## src/sv/bcdalm_pkg.sv

```systemverilog
`default_nettype none

package bcdalm_pkg;

    // prescaler width, the tick rate register is zero-extended or truncated to it
    localparam int PRESCALE_WIDTH = 16;

    // width of the tick rate register
    localparam int TPS_WIDTH = 16;
    localparam logic [TPS_WIDTH-1:0] TPS_RESET = 16'd1000;

    localparam int N_TIME_DIGITS  = 6;
    localparam int N_ALARM_DIGITS = 4;

    // operation codes
    localparam logic [1:0] FUNC_TICK      = 2'd0;
    localparam logic [1:0] FUNC_SET_TIME  = 2'd1;
    localparam logic [1:0] FUNC_SET_ALARM = 2'd2;
    localparam logic [1:0] FUNC_TOGGLE    = 2'd3;

    typedef logic [3:0] t_digit;

    localparam t_digit DIGIT_MAX = 4'd9;

    // wrap limits, hour tens first
    localparam t_digit [0:N_TIME_DIGITS-1] DIGIT_LIMIT =
        {4'd10, 4'd10, 4'd6, 4'd10, 4'd6, 4'd10};

    typedef struct packed {
        logic [1:0]                    func;
        logic [2:0]                    digit_count;
        t_digit [0:N_TIME_DIGITS-1]    dig;
    } t_item;

    typedef struct packed {
        logic [PRESCALE_WIDTH-1:0]     tick_cnt;
        t_digit [0:N_TIME_DIGITS-1]    tm;
        t_digit [0:N_ALARM_DIGITS-1]   al;
        logic                          time_vld;
        logic                          alarm_en;
    } t_state;

    typedef struct packed {
        logic                          alarm_event;
        logic                          time_valid;
        logic                          alarm_enabled;
        t_digit [0:N_TIME_DIGITS-1]    tm;
        t_digit [0:N_ALARM_DIGITS-1]   al;
    } t_result;

    function automatic t_digit sat_digit(input t_digit d);
        return (d > DIGIT_MAX) ? DIGIT_MAX : d;
    endfunction

endpackage

`default_nettype wire

```

## src/sv/bcdalm_in_stage.sv

```systemverilog
`default_nettype none

module bcdalm_in_stage (
    input  wire logic              i_clk,
    input  wire logic              i_rst_n,
    input  wire logic              i_valid,
    input  wire bcdalm_pkg::t_item i_item,
    input  wire logic              i_take,
    output logic                   o_stall,
    output logic                   o_vld,
    output bcdalm_pkg::t_item      o_item
);

    logic              r_vld;
    bcdalm_pkg::t_item r_item;
    logic              n_vld;

    // holding register is full and the step logic cannot take it
    assign o_stall = r_vld && !i_take;

    always_comb begin
        n_vld = r_vld;
        if (!o_stall) begin
            n_vld = i_valid;
        end
    end

    always_ff @(posedge i_clk) begin
        if (!i_rst_n) begin
            r_vld <= 1'b0;
        end else begin
            r_vld <= n_vld;
        end
    end

    always_ff @(posedge i_clk) begin
        if (i_valid && !o_stall) begin
            r_item <= i_item;
        end
    end

    assign o_vld  = r_vld;
    assign o_item = r_item;

endmodule

`default_nettype wire

```

## src/sv/bcdalm_step.sv

```systemverilog
`default_nettype none

module bcdalm_step (
    input  wire bcdalm_pkg::t_item                   i_item,
    input  wire bcdalm_pkg::t_state                  i_state,
    input  wire logic [bcdalm_pkg::TPS_WIDTH-1:0]    i_tps,
    output bcdalm_pkg::t_state                       o_state,
    output bcdalm_pkg::t_result                      o_result
);

    localparam int PW = bcdalm_pkg::PRESCALE_WIDTH;
    localparam int TW = bcdalm_pkg::TPS_WIDTH;

    logic [PW+TW-1:0]   tps_ext;
    logic [PW-1:0]      tps_p;
    logic [PW-1:0]      cnt_inc;
    logic               fire;
    logic               carry;
    bcdalm_pkg::t_digit dig_inc;
    bcdalm_pkg::t_state n_state;

    assign tps_ext = {{PW{1'b0}}, i_tps};
    assign tps_p   = tps_ext[PW-1:0];
    assign cnt_inc = i_state.tick_cnt + {{(PW-1){1'b0}}, 1'b1};

    always_comb begin
        n_state = i_state;
        fire    = 1'b0;
        carry   = 1'b1;
        dig_inc = '0;
        case (i_item.func)
            bcdalm_pkg::FUNC_TICK: begin
                n_state.tick_cnt = cnt_inc;
                if (cnt_inc == tps_p) begin
                    n_state.tick_cnt = '0;
                    // ripple from seconds units up to hour tens
                    for (int i = bcdalm_pkg::N_TIME_DIGITS - 1; i >= 0; i--) begin
                        if (carry) begin
                            dig_inc = n_state.tm[i] + 4'd1;
                            if (dig_inc >= bcdalm_pkg::DIGIT_LIMIT[i]) begin
                                n_state.tm[i] = '0;
                                carry = 1'b1;
                            end else begin
                                n_state.tm[i] = dig_inc;
                                carry = 1'b0;
                            end
                        end
                    end
                    // alarm compare sees the hour before the midnight wrap
                    fire = i_state.alarm_en
                        && (n_state.tm[4] == 4'd0) && (n_state.tm[5] == 4'd0)
                        && (n_state.tm[0:3] == i_state.al);
                    if ((n_state.tm[0] == 4'd2) && (n_state.tm[1] == 4'd4)) begin
                        n_state.tm[0] = '0;
                        n_state.tm[1] = '0;
                    end
                end
            end
            bcdalm_pkg::FUNC_SET_TIME: begin
                for (int i = 0; i < bcdalm_pkg::N_TIME_DIGITS; i++) begin
                    if (3'(i) < i_item.digit_count) begin
                        n_state.tm[i] = bcdalm_pkg::sat_digit(i_item.dig[i]);
                    end
                end
                n_state.time_vld = 1'b1;
            end
            bcdalm_pkg::FUNC_SET_ALARM: begin
                for (int i = 0; i < bcdalm_pkg::N_ALARM_DIGITS; i++) begin
                    if (3'(i) < i_item.digit_count) begin
                        n_state.al[i] = bcdalm_pkg::sat_digit(i_item.dig[i]);
                    end
                end
                n_state.alarm_en = 1'b1;
            end
            bcdalm_pkg::FUNC_TOGGLE: begin
                n_state.alarm_en = !i_state.alarm_en;
            end
            default: begin
                n_state = i_state;
            end
        endcase
    end

    assign o_state                = n_state;
    assign o_result.alarm_event   = fire;
    assign o_result.time_valid    = n_state.time_vld;
    assign o_result.alarm_enabled = n_state.alarm_en;
    assign o_result.tm            = n_state.tm;
    assign o_result.al            = n_state.al;

endmodule

`default_nettype wire

```

## src/sv/bcd_clock_with_alarm.sv

```systemverilog
// bcd_clock_with_alarm: 24-hour hh:mm:ss clock in six bcd digits with one hh:mm alarm
//
// input channel: i_in_valid / o_in_stall carry one word per operation
//   (tick, set time, set alarm, toggle alarm enable) with its digit fields
// output channel: o_out_valid / i_out_stall return exactly one word per input
//   word, showing the alarm event and the clock and alarm state after it
// config: i_cfg_wr_en / i_cfg_wr_data load the ticks per second; the user must write
//   them only while idle, as the block itself does not check it
// path: input register, then step logic, into the output register behind o_out_valid
// throughput: one word per cycle while i_out_stall stays low; the clock state lives in
//   flip-flops and the whole digit carry chain plus alarm compare is combinational
// stall: a stalled result holds in the output register while the input
//   register still takes one more word; after that o_in_stall rises until
//   the receiver takes the waiting result
// reset (synchronous, active low): time and alarm digits 00, flags clear,
//   prescaler cleared, ticks per second back to 1000, both channels empty
`default_nettype none

module bcd_clock_with_alarm (
    input  wire logic        i_clk,
    input  wire logic        i_rst_n,
    // configuration
    input  wire logic        i_cfg_wr_en,
    input  wire logic [15:0] i_cfg_wr_data,
    // input channel
    input  wire logic        i_in_valid,
    output logic             o_in_stall,
    input  wire logic [1:0]  i_func,
    input  wire logic [2:0]  i_digit_count,
    input  wire logic [3:0]  i_in_hour_tens,
    input  wire logic [3:0]  i_in_hour_units,
    input  wire logic [3:0]  i_in_minutes_tens,
    input  wire logic [3:0]  i_in_minutes_units,
    input  wire logic [3:0]  i_in_second_tens,
    input  wire logic [3:0]  i_in_second_units,
    // output channel
    output logic             o_out_valid,
    input  wire logic        i_out_stall,
    output logic             o_alarm_event,
    output logic             o_time_valid,
    output logic             o_alarm_enabled,
    output logic [3:0]       o_hour_tens,
    output logic [3:0]       o_hour_units,
    output logic [3:0]       o_minutes_tens,
    output logic [3:0]       o_minutes_units,
    output logic [3:0]       o_second_tens,
    output logic [3:0]       o_second_units,
    output logic [15:0]      o_alarm_hhmm
);

    bcdalm_pkg::t_item   in_item;
    bcdalm_pkg::t_item   stg_item;
    logic                stg_vld;
    logic                out_free;
    logic                take;

    // ticks per second register
    logic [bcdalm_pkg::TPS_WIDTH-1:0] r_tps;

    // clock state and output register
    bcdalm_pkg::t_state  r_state;
    bcdalm_pkg::t_state  n_state;
    bcdalm_pkg::t_result r_result;
    bcdalm_pkg::t_result n_result;
    logic                r_out_vld;
    logic                n_out_vld;

    assign in_item.func        = i_func;
    assign in_item.digit_count = i_digit_count;
    assign in_item.dig         = {i_in_hour_tens, i_in_hour_units,
                                  i_in_minutes_tens, i_in_minutes_units,
                                  i_in_second_tens, i_in_second_units};

    // output register is free when empty or being drained this cycle
    assign out_free = !r_out_vld || !i_out_stall;
    assign take     = stg_vld && out_free;

    bcdalm_in_stage u_in_stage (
        .i_clk   (i_clk),
        .i_rst_n (i_rst_n),
        .i_valid (i_in_valid),
        .i_item  (in_item),
        .i_take  (take),
        .o_stall (o_in_stall),
        .o_vld   (stg_vld),
        .o_item  (stg_item)
    );

    bcdalm_step u_step (
        .i_item   (stg_item),
        .i_state  (r_state),
        .i_tps    (r_tps),
        .o_state  (n_state),
        .o_result (n_result)
    );

    always_comb begin
        n_out_vld = r_out_vld;
        if (out_free) begin
            n_out_vld = stg_vld;
        end
    end

    always_ff @(posedge i_clk) begin
        if (!i_rst_n) begin
            r_tps <= bcdalm_pkg::TPS_RESET;
        end else if (i_cfg_wr_en) begin
            r_tps <= i_cfg_wr_data;
        end
    end

    // state advances only when a word moves into the output register
    always_ff @(posedge i_clk) begin
        if (!i_rst_n) begin
            r_state   <= '0;
            r_out_vld <= 1'b0;
        end else begin
            r_out_vld <= n_out_vld;
            if (take) begin
                r_state <= n_state;
            end
        end
    end

    always_ff @(posedge i_clk) begin
        if (take) begin
            r_result <= n_result;
        end
    end

    assign o_out_valid     = r_out_vld;
    assign o_alarm_event   = r_result.alarm_event;
    assign o_time_valid    = r_result.time_valid;
    assign o_alarm_enabled = r_result.alarm_enabled;
    assign o_hour_tens     = r_result.tm[0];
    assign o_hour_units    = r_result.tm[1];
    assign o_minutes_tens  = r_result.tm[2];
    assign o_minutes_units = r_result.tm[3];
    assign o_second_tens   = r_result.tm[4];
    assign o_second_units  = r_result.tm[5];
    // hour tens in the top nibble
    assign o_alarm_hhmm    = r_result.al;

endmodule

`default_nettype wire

```

## config.mk

```make
export PLATFORM = sky130hd
export DESIGN_NAME = bcd_clock_with_alarm
export DESIGN_NICKNAME = d
export VERILOG_FILES = /design/src/sv/bcdalm_pkg.sv /design/src/sv/bcdalm_in_stage.sv /design/src/sv/bcdalm_step.sv /design/src/sv/bcd_clock_with_alarm.sv
export SDC_FILE = /design/constraint.sdc
export NUM_CORES = 1
export LEC_CHECK = 0
export ABC_CLOCK_PERIOD_IN_PS = 3100
export BUFFER_PORTS_ARGS = -buffer_cell sky130_fd_sc_hd__buf_2
export CORE_MARGIN = 1.5
export CORE_UTILIZATION = 55
export CTS_BUF_LIST = sky130_fd_sc_hd__clkbuf_2
export CTS_CLUSTER_SIZE = 40
export DETAILED_ROUTE_END_ITERATION = 10
export PLACE_DENSITY = 0.79
export SLEW_MARGIN = 20
export SYNTH_ARGS = -nofsm -noshare
export SYNTH_HDL_FRONTEND = slang
export SYNTH_SLANG_ARGS = --single-unit
```

## constraint.sdc

```tcl
create_clock -name i_clk -period 3.1 [get_ports i_clk]
set_input_delay 0.62 -clock i_clk [delete_from_list [all_inputs] [get_ports i_clk]]
set_output_delay 0.62 -clock i_clk [all_outputs]
set_load 0.05 [all_outputs]
```

==> flow_metrics.tcl, run 1 <==
set metrics [dict create \
    drtIter0Drc 893 \
    cts.htree.levels 4 \
    layout_stage_area_growth_over_the_synthesis_result_pct 19.2 \
    slew-limit-headroom 0.441 \
    syn-mean-instance-area_um2 9.01 \
    critical_path_class "flip-flop to flip-flop" \
    multi_input_comb_area_um2 4560 \
    crit_arrival_ps 3600 \
    required_worst_endpoint_ps 3610 \
    groute.usage.overall 0.293 \
    cellPowerDensity_nw_per_um2 401 \
    drc_violations_left 3 \
    crit_slowest_cell "sky130_fd_sc_hd__or4_1" \
    nets 1151 \
    grt_remaining_overflow 0 \
    drive_above_1_share 0.243 \
    tightestPinTransition_ps 838 \
    gp_congestion 0.953 \
    start_util 0.560 \
    slowest_delay_ps 460 \
    dpl.hpwl_um 16800 \
    hp-class "input pin to flip-flop" \
    ir_worst_vdd_v 0.000377 \
    vias_in_the_first_global_route 7183 \
    tns_ps 0 \
    setup_slack_ps 11.3 \
    cellLeakagePower_nw 3.98 \
    timing.final.setup_violations 0 \
    synth_flop_cell "sky130_fd_sc_hd__dfxtp_1" \
    numCtsBuffers 17 \
    antenna_found_initial 1 \
    final-seq-area_um2 3710 \
    status "finished, violations left" \
    ys_warn_count 0 \
    worstReg2RegStart "r_state[42]$_SDFFE_PN0P_" \
    core_area_um2 15100 \
    cell_area_after_layout_um2 10100 \
    maxCapViolations 0 \
    num_vias 7910 \
    number_of_max_slew_violations_in_the_final_report 0 \
    first_pass_grt_wire_length_um 37200 \
    die_width_um 127 \
    count_of_state_elements_after_synthesis 148 \
    synth_async_sr_flop_share 0 \
    via_per_inst 6.13 \
    worstPathCellList "buf_4 > ha_4 > and4_4 > nand2_1 > or4_1 > o211ai_1 > and4b_2 > buf_4 > mux2_1 > o211ai_1 > nand2_1" \
    fillcell_total 1210 \
    hold-worst-slack_ps 54.8 \
    critical_path_peak_fanout 17 \
    fp.dieH_um 127 \
    cts_max_path_buffers 2 \
    synth-seq-area-share 0.434 \
    cts_root_buf "sky130_fd_sc_hd__clkbuf_2" \
    io_buffer_count 94 \
    detail-route-antenna-nets 0 \
    ys_types 86 \
    pin_count_of_the_biggest_net_entering_global_routing 38 \
    dpl_worst_slack_ps -91.5 \
    routed_wl_um 24100 \
    final_setup_skew_ps 59.0 \
    critPathCaptureType "flip-flop" \
    floorplan.io_pins 95 \
    syn_area_um2 8480 \
    std_cell_rows 45 \
    cts_tree "built" \
    synth_enable_flop_cells 72 \
    achievable-frequency_mhz 324 \
    worst_hold_startpoint "i_in_minutes_tens[3]" \
    wl_per_cell_um 18.7 \
    cts.sink_count 148 \
    critical_path.startpoint "r_state[42]$_SDFFE_PN0P_" \
    layout_min_cycle_time_ps 3090 \
    rsz0062_at_grt "true" \
    fin_crit_sh 0.996 \
    failed_checks "DRC" \
    placedInstanceArea_um2 9440 \
    synthesis.nets 1005 \
    hold_viol 0 \
    clk_latency_ps 760 \
    cp-start-kind "flip-flop" \
    die_area_um2 16200 \
    drt_pass1_iterations 10 \
    synthCells 942 \
    clock_transition_at_path_regs_ps 230 \
]
==> cell type report <==
class | instances | share of cell area
clock inverters | 9 | 0.0130
repair buffers | 188 | 0.123
inverters | 30 | 0.0111
clock buffers | 23 | 0.0114
multi-input cells | 703 | 0.451
diodes | 1 | 0.000247
flip-flops and latches | 148 | 0.367
well taps | 188 | 0.0233
==> placed cells by master, fill, tap and decap left out, types with 10 or more instances in the layout <==
cell type and count:
sky130_fd_sc_hd__nand2_1 95, sky130_fd_sc_hd__buf_2 94, sky130_fd_sc_hd__nor2_1 85, sky130_fd_sc_hd__buf_4 73, sky130_fd_sc_hd__edfxtp_1 72, sky130_fd_sc_hd__dfxtp_1 61
sky130_fd_sc_hd__a21oi_1 52, sky130_fd_sc_hd__o21ai_0 41, sky130_fd_sc_hd__o21ai_1 30, sky130_fd_sc_hd__mux2i_1 29, sky130_fd_sc_hd__nor3_1 29, sky130_fd_sc_hd__inv_1 28
sky130_fd_sc_hd__nand3_1 27, sky130_fd_sc_hd__clkbuf_2 23, sky130_fd_sc_hd__xnor2_1 18, sky130_fd_sc_hd__nand2b_1 17, sky130_fd_sc_hd__nand4_1 16, sky130_fd_sc_hd__dlygate4sd3_1 16
sky130_fd_sc_hd__o211ai_1 13, sky130_fd_sc_hd__a31oi_1 13, sky130_fd_sc_hd__a21o_1 12, sky130_fd_sc_hd__ha_1 12, sky130_fd_sc_hd__dfxtp_2 12, sky130_fd_sc_hd__and2_1 11
sky130_fd_sc_hd__or3_1 11, sky130_fd_sc_hd__xor2_1 10
==> cell usage after synthesis (10+ instances only) <==
cell type                  number  share of area
sky130_fd_sc_hd__nor2_1        85          0.038
sky130_fd_sc_hd__buf_2         11         0.0065
sky130_fd_sc_hd__nand2b_1      17          0.013
sky130_fd_sc_hd__inv_1         29          0.013
sky130_fd_sc_hd__nand4_1       16          0.012
sky130_fd_sc_hd__nand2_1       97          0.043
sky130_fd_sc_hd__or3_1         13         0.0096
sky130_fd_sc_hd__mux2i_1       29          0.034
sky130_fd_sc_hd__and2_1        11         0.0081
sky130_fd_sc_hd__clkbuf_1      42          0.019
sky130_fd_sc_hd__o21ai_1       30          0.018
sky130_fd_sc_hd__a31oi_1       14          0.010
sky130_fd_sc_hd__o21ai_0       41          0.024
sky130_fd_sc_hd__o211ai_1      13          0.012
sky130_fd_sc_hd__nor3_1        29          0.017
sky130_fd_sc_hd__a21o_1        12          0.011
sky130_fd_sc_hd__edfxtp_1      72           0.25
sky130_fd_sc_hd__dfxtp_1       76           0.18
sky130_fd_sc_hd__xnor2_1       21          0.022
sky130_fd_sc_hd__nand3_1       27          0.016
sky130_fd_sc_hd__ha_1          13          0.019
sky130_fd_sc_hd__xor2_1        10          0.010
sky130_fd_sc_hd__a21oi_1       54          0.032
==> flip-flops by register name, summed over array words and instances (netlist names) <==
register / flops
o_hour_units: 4
u_in_stage.o_vld: 1
o_out_valid: 1
r_state: 58
u_in_stage.o_item: 29
o_second_units: 4
o_minutes_units: 4
o_hour_tens: 4
o_alarm_hhmm: 16
o_alarm_enabled: 1
o_minutes_tens: 4
o_time_valid: 1
o_second_tens: 4
o_alarm_event: 1
r_tps: 16
==> worst paths after layout <==
| check | to | slack (ps) | depth (start not counted) |
|---|---|---|---|
| worst max-delay path | o_hour_units[2]$_DFFE_PP_ | 10 | 11 |
| worst min register to register | r_state[10]$_SDFFE_PN0P_ | 490 | 2 |
| worst min-delay path | u_in_stage.o_item[15]$_DFFE_PP_ | 50 | 1 |
| worst max register to register | o_hour_units[2]$_DFFE_PP_ | 10 | 11 |
==> layer usage <==
layer	global-route usage	part of all wire
met2	0.473	0.47
met5	0	0
met1	0.405	0.44
met4	0.0762	0.017
met3	0.0590	0.074
==> kinds of logic (layout without fill, tap and decap cells) <==
logic type | after synthesis | in the layout | synth area share
simple gates | 365 | 365 | 0.222
compound gates | 255 | 255 | 0.199
flops | 148 | 148 | 0.434
buf+inv | 91 | 250 | 0.0459
mux | 38 | 38 | 0.0462
xor+xnor | 32 | 32 | 0.0339
fa+ha+maj | 13 | 13 | 0.0192
other cells | 0 | 1 | 0
==> worst max-delay path, delay by kind of cell, from the launching register on <==
kind / cells / cell delay (ps)
and+or+nand+nor: 5 / 1220
buffers and inverters: 2 / 410
DFF: 1 / 400
muxes: 1 / 350
AOI/OAI and AO/OA: 2 / 310
adders and majority gates: 1 / 160
==> per-stage QoR <==
step	std cells	utilization	power, mW
after floorplan	942	-	2.69
after global placement	1231	0.623	2.87
after detailed placement	1231	0.623	2.88
after CTS	1266	0.641	4.02
after global routing	1290	0.668	4.20
final	1290	0.668	4.05
==> power by group <==
group	switching, mW	internal (mW)	leakage, nW
sequential	0.0804	2.15	1.32
combinational	0.419	0.232	2.50
clock	0.694	0.472	0.161
==> timing repair <==
item	4_1_cts	5_1_grt
pin swaps	1	11
setup endpoints to repair	6	22
endpoints found under the hold margin	1	15
buffers inserted	2	8
resized for setup	3	48
hold buffers	1	15
Note: power is estimated with default switching activity, not from simulation.
==> inputs of run 2 (changes only) <==
Settings changed: BUFFER_PORTS_ARGS -buffer_cell sky130_fd_sc_hd__buf_2 to -buffer_cell sky130_fd_sc_hd__buf_4.
==> run 2 against run 1 <==
  * The flow now finishes without violations
  * Highest routed layer unchanged
  * Largest cell class unchanged
  * Clock power fell by 6%
  * Worst hold slack better by 19 ps
  * Combinational power grew 5.1%
  * Sequential cell count is the same
  * Clock-buffer cell count fell by 4
  * Power is 0.85% lower
==> flow_metrics.tcl, run 2 (synthesis gave the netlist of run 1 again) <==
set metrics [dict create \
    die_width_um 127 \
    grt_remaining_overflow 0 \
    std_cell_rows 45 \
    post-route-util 0.680 \
    maxCapViolations 0 \
    timing.final.setup_violations 0 \
    number_of_max_slew_violations_in_the_final_report 0 \
    first_pass_grt_wire_length_um 36900 \
    detail-route-antenna-nets 0 \
    start_util 0.560 \
    fin_crit_sh 0.967 \
    die_area_um2 16200 \
    cellLeakagePower_nw 4.01 \
    switching_share 0.303 \
    hp-class "input pin to flip-flop" \
    vias_in_the_first_global_route 7021 \
    clk_latency_ps 730 \
    ir_worst_vdd_v 0.000384 \
    layout_stage_area_growth_over_the_synthesis_result_pct 21.4 \
    io_buffer_count 94 \
    number_of_flip_flops_in_the_largest_register 58 \
    routed_wl_um 23900 \
    drt_pass1_iterations 6 \
    via_per_inst 6.12 \
    regToRegSetupSlack_ps 100 \
    numCtsBuffers 17 \
    hold_path_depth 1 \
    num_vias 7864 \
    cellPowerDensity_nw_per_um2 390 \
    tightestPinTransition_ps 1060 \
    critical_path_peak_fanout 7 \
    clock_transition_at_path_regs_ps 210 \
    max_flop_register "r_state" \
    critical_path_class "flip-flop to flip-flop" \
    hold_viol 0 \
    dpl.hpwl_um 16700 \
    leading_cell_types_in_the_layout_fill_and_taps_excluded "sky130_fd_sc_hd__buf_4, sky130_fd_sc_hd__nand2_1, sky130_fd_sc_hd__nor2_1" \
    worstReg2RegStart "r_state[42]$_SDFFE_PN0P_" \
    drc_violations_left 0 \
    fp.dieH_um 127 \
    required_worst_endpoint_ps 3600 \
    layout.cells.most_common "sky130_fd_sc_hd__buf_4" \
    wl_per_cell_um 18.6 \
    critical_path.endpoint "o_second_units[1]$_DFFE_PP_" \
    placedInstanceArea_um2 9620 \
    fin_total_pwr_mw 4.02 \
    cell_area_after_layout_um2 10300 \
    groute.usage.overall 0.292 \
    cp-start-kind "flip-flop" \
    internal_power_of_the_cells_mw 2.80 \
    critical_path.reg2reg.endpoint "o_second_units[1]$_DFFE_PP_" \
    p_clk_frac 0.273 \
    status "finished, final reports clean" \
    core_area_um2 15100 \
    drive_above_1_share 0.232 \
    worst_r2r_path_depth 11 \
    final_setup_skew_ps 48.4 \
    critical_path.startpoint "r_state[42]$_SDFFE_PN0P_" \
    comb_power_share 0.170 \
    drtIter0Drc 745 \
    floorplan.io_pins 95 \
    tns_ps 0 \
    n_antenna_cell 0 \
    crit_arrival_ps 3500 \
    power.share.sequential 0.557 \
    antenna_found_initial 0 \
    slew-limit-headroom 0.290 \
    cts_tree "built" \
    cts.htree.levels 4 \
    pin_count_of_the_biggest_net_entering_global_routing 82 \
    critPathCaptureType "flip-flop" \
    layout_min_cycle_time_ps 3000 \
    achievable-frequency_mhz 334 \
    cts.sink_count 148 \
    cts_max_path_buffers 2 \
    cts_root_buf "sky130_fd_sc_hd__clkbuf_2" \
    gp_congestion 0.961 \
    nets 1148 \
    p_sw_mw 1.22 \
]
## run 2: changes by cell type in the layout (fill, tap and decap cells not counted), sizes merged
cell / delta
inv: +3
clkbuf: -4
buf: -12
diode: -1
dlygate4sd3: +9
bufinv: -1
clkinv: +2
## run 2: timing repair
item	4_1_cts	5_1_grt
endpoints found under the hold margin	3	22
hold buffers	3	22
setup endpoints to repair	3	40
setup buffers	2	3
pin swaps	2	10
resized for setup	6	42
## run 2: power by group through the flow
stage | sequential, mW | combinational (mW) | clock (mW)
after detailed placement | 2.28 | 0.639 | 0
final | 2.24 | 0.684 | 1.10
after global placement | 2.28 | 0.631 | 0
after CTS | 2.24 | 0.647 | 1.12
after floorplan | 2.35 | 0.332 | 0
after global routing | 2.25 | 0.736 | 1.19
## run 2: critical path, cell delays in order (launching register included)
cell	delay (ps)
sky130_fd_sc_hd__dfxtp_4	410
sky130_fd_sc_hd__ha_4	170
sky130_fd_sc_hd__nand4_4	140
sky130_fd_sc_hd__buf_4	160
sky130_fd_sc_hd__nor3_1	50
sky130_fd_sc_hd__or3_1	310
sky130_fd_sc_hd__a32o_1	290
sky130_fd_sc_hd__and4b_2	320
sky130_fd_sc_hd__buf_4	130
sky130_fd_sc_hd__mux2_1	320
sky130_fd_sc_hd__a222oi_1	410
sky130_fd_sc_hd__inv_1	70
## run 2: stage by stage
| step | worst slack, ps | std cells | hold slack (ps) |
|---|---|---|---|
| floorplan | 11.7 | 942 | 431 |
| global placement | 45.4 | 1224 | 444 |
| detailed placement | -31.8 | 1224 | 449 |
| CTS | -13.0 | 1261 | 3.27 |
| global route | -4.40 | 1286 | 0.310 |
| finish | 103 | 1286 | 73.5 |
## run 2: how the worst min path moves through the flow
stage                                 start                               to  slack [ps]
finish                   i_in_hour_units[3]  u_in_stage.o_item[19]$_DFFE_PP_          70
global route             i_in_hour_units[0]  u_in_stage.o_item[16]$_DFFE_PP_         0.3
floorplan           r_state[1]$_SDFFE_PN0P_          r_state[1]$_SDFFE_PN0P_         430
CTS                     i_in_second_tens[0]   u_in_stage.o_item[4]$_DFFE_PP_           3
global placement    r_state[1]$_SDFFE_PN0P_          r_state[1]$_SDFFE_PN0P_         440
detailed placement  r_state[1]$_SDFFE_PN0P_          r_state[1]$_SDFFE_PN0P_         450
## run 2: cell type report
class | instances | area (um2)
clock inverter | 13 | 130
fill | 1247 | 4850
multi-input combinational | 703 | 4540
timing repair buffer | 185 | 1470
tap | 188 | 235
sequential | 148 | 3710
inverter | 30 | 113
clock buffer | 19 | 95.1
## run 2: metal layers
metal	track usage	share of wire	vias up
li1	-	-	3763
met3	0.0544	0.067	32
met2	0.459	0.47	348
met1	0.417	0.45	3721
met5	0	0	-
met4	0.0769	0.017	0
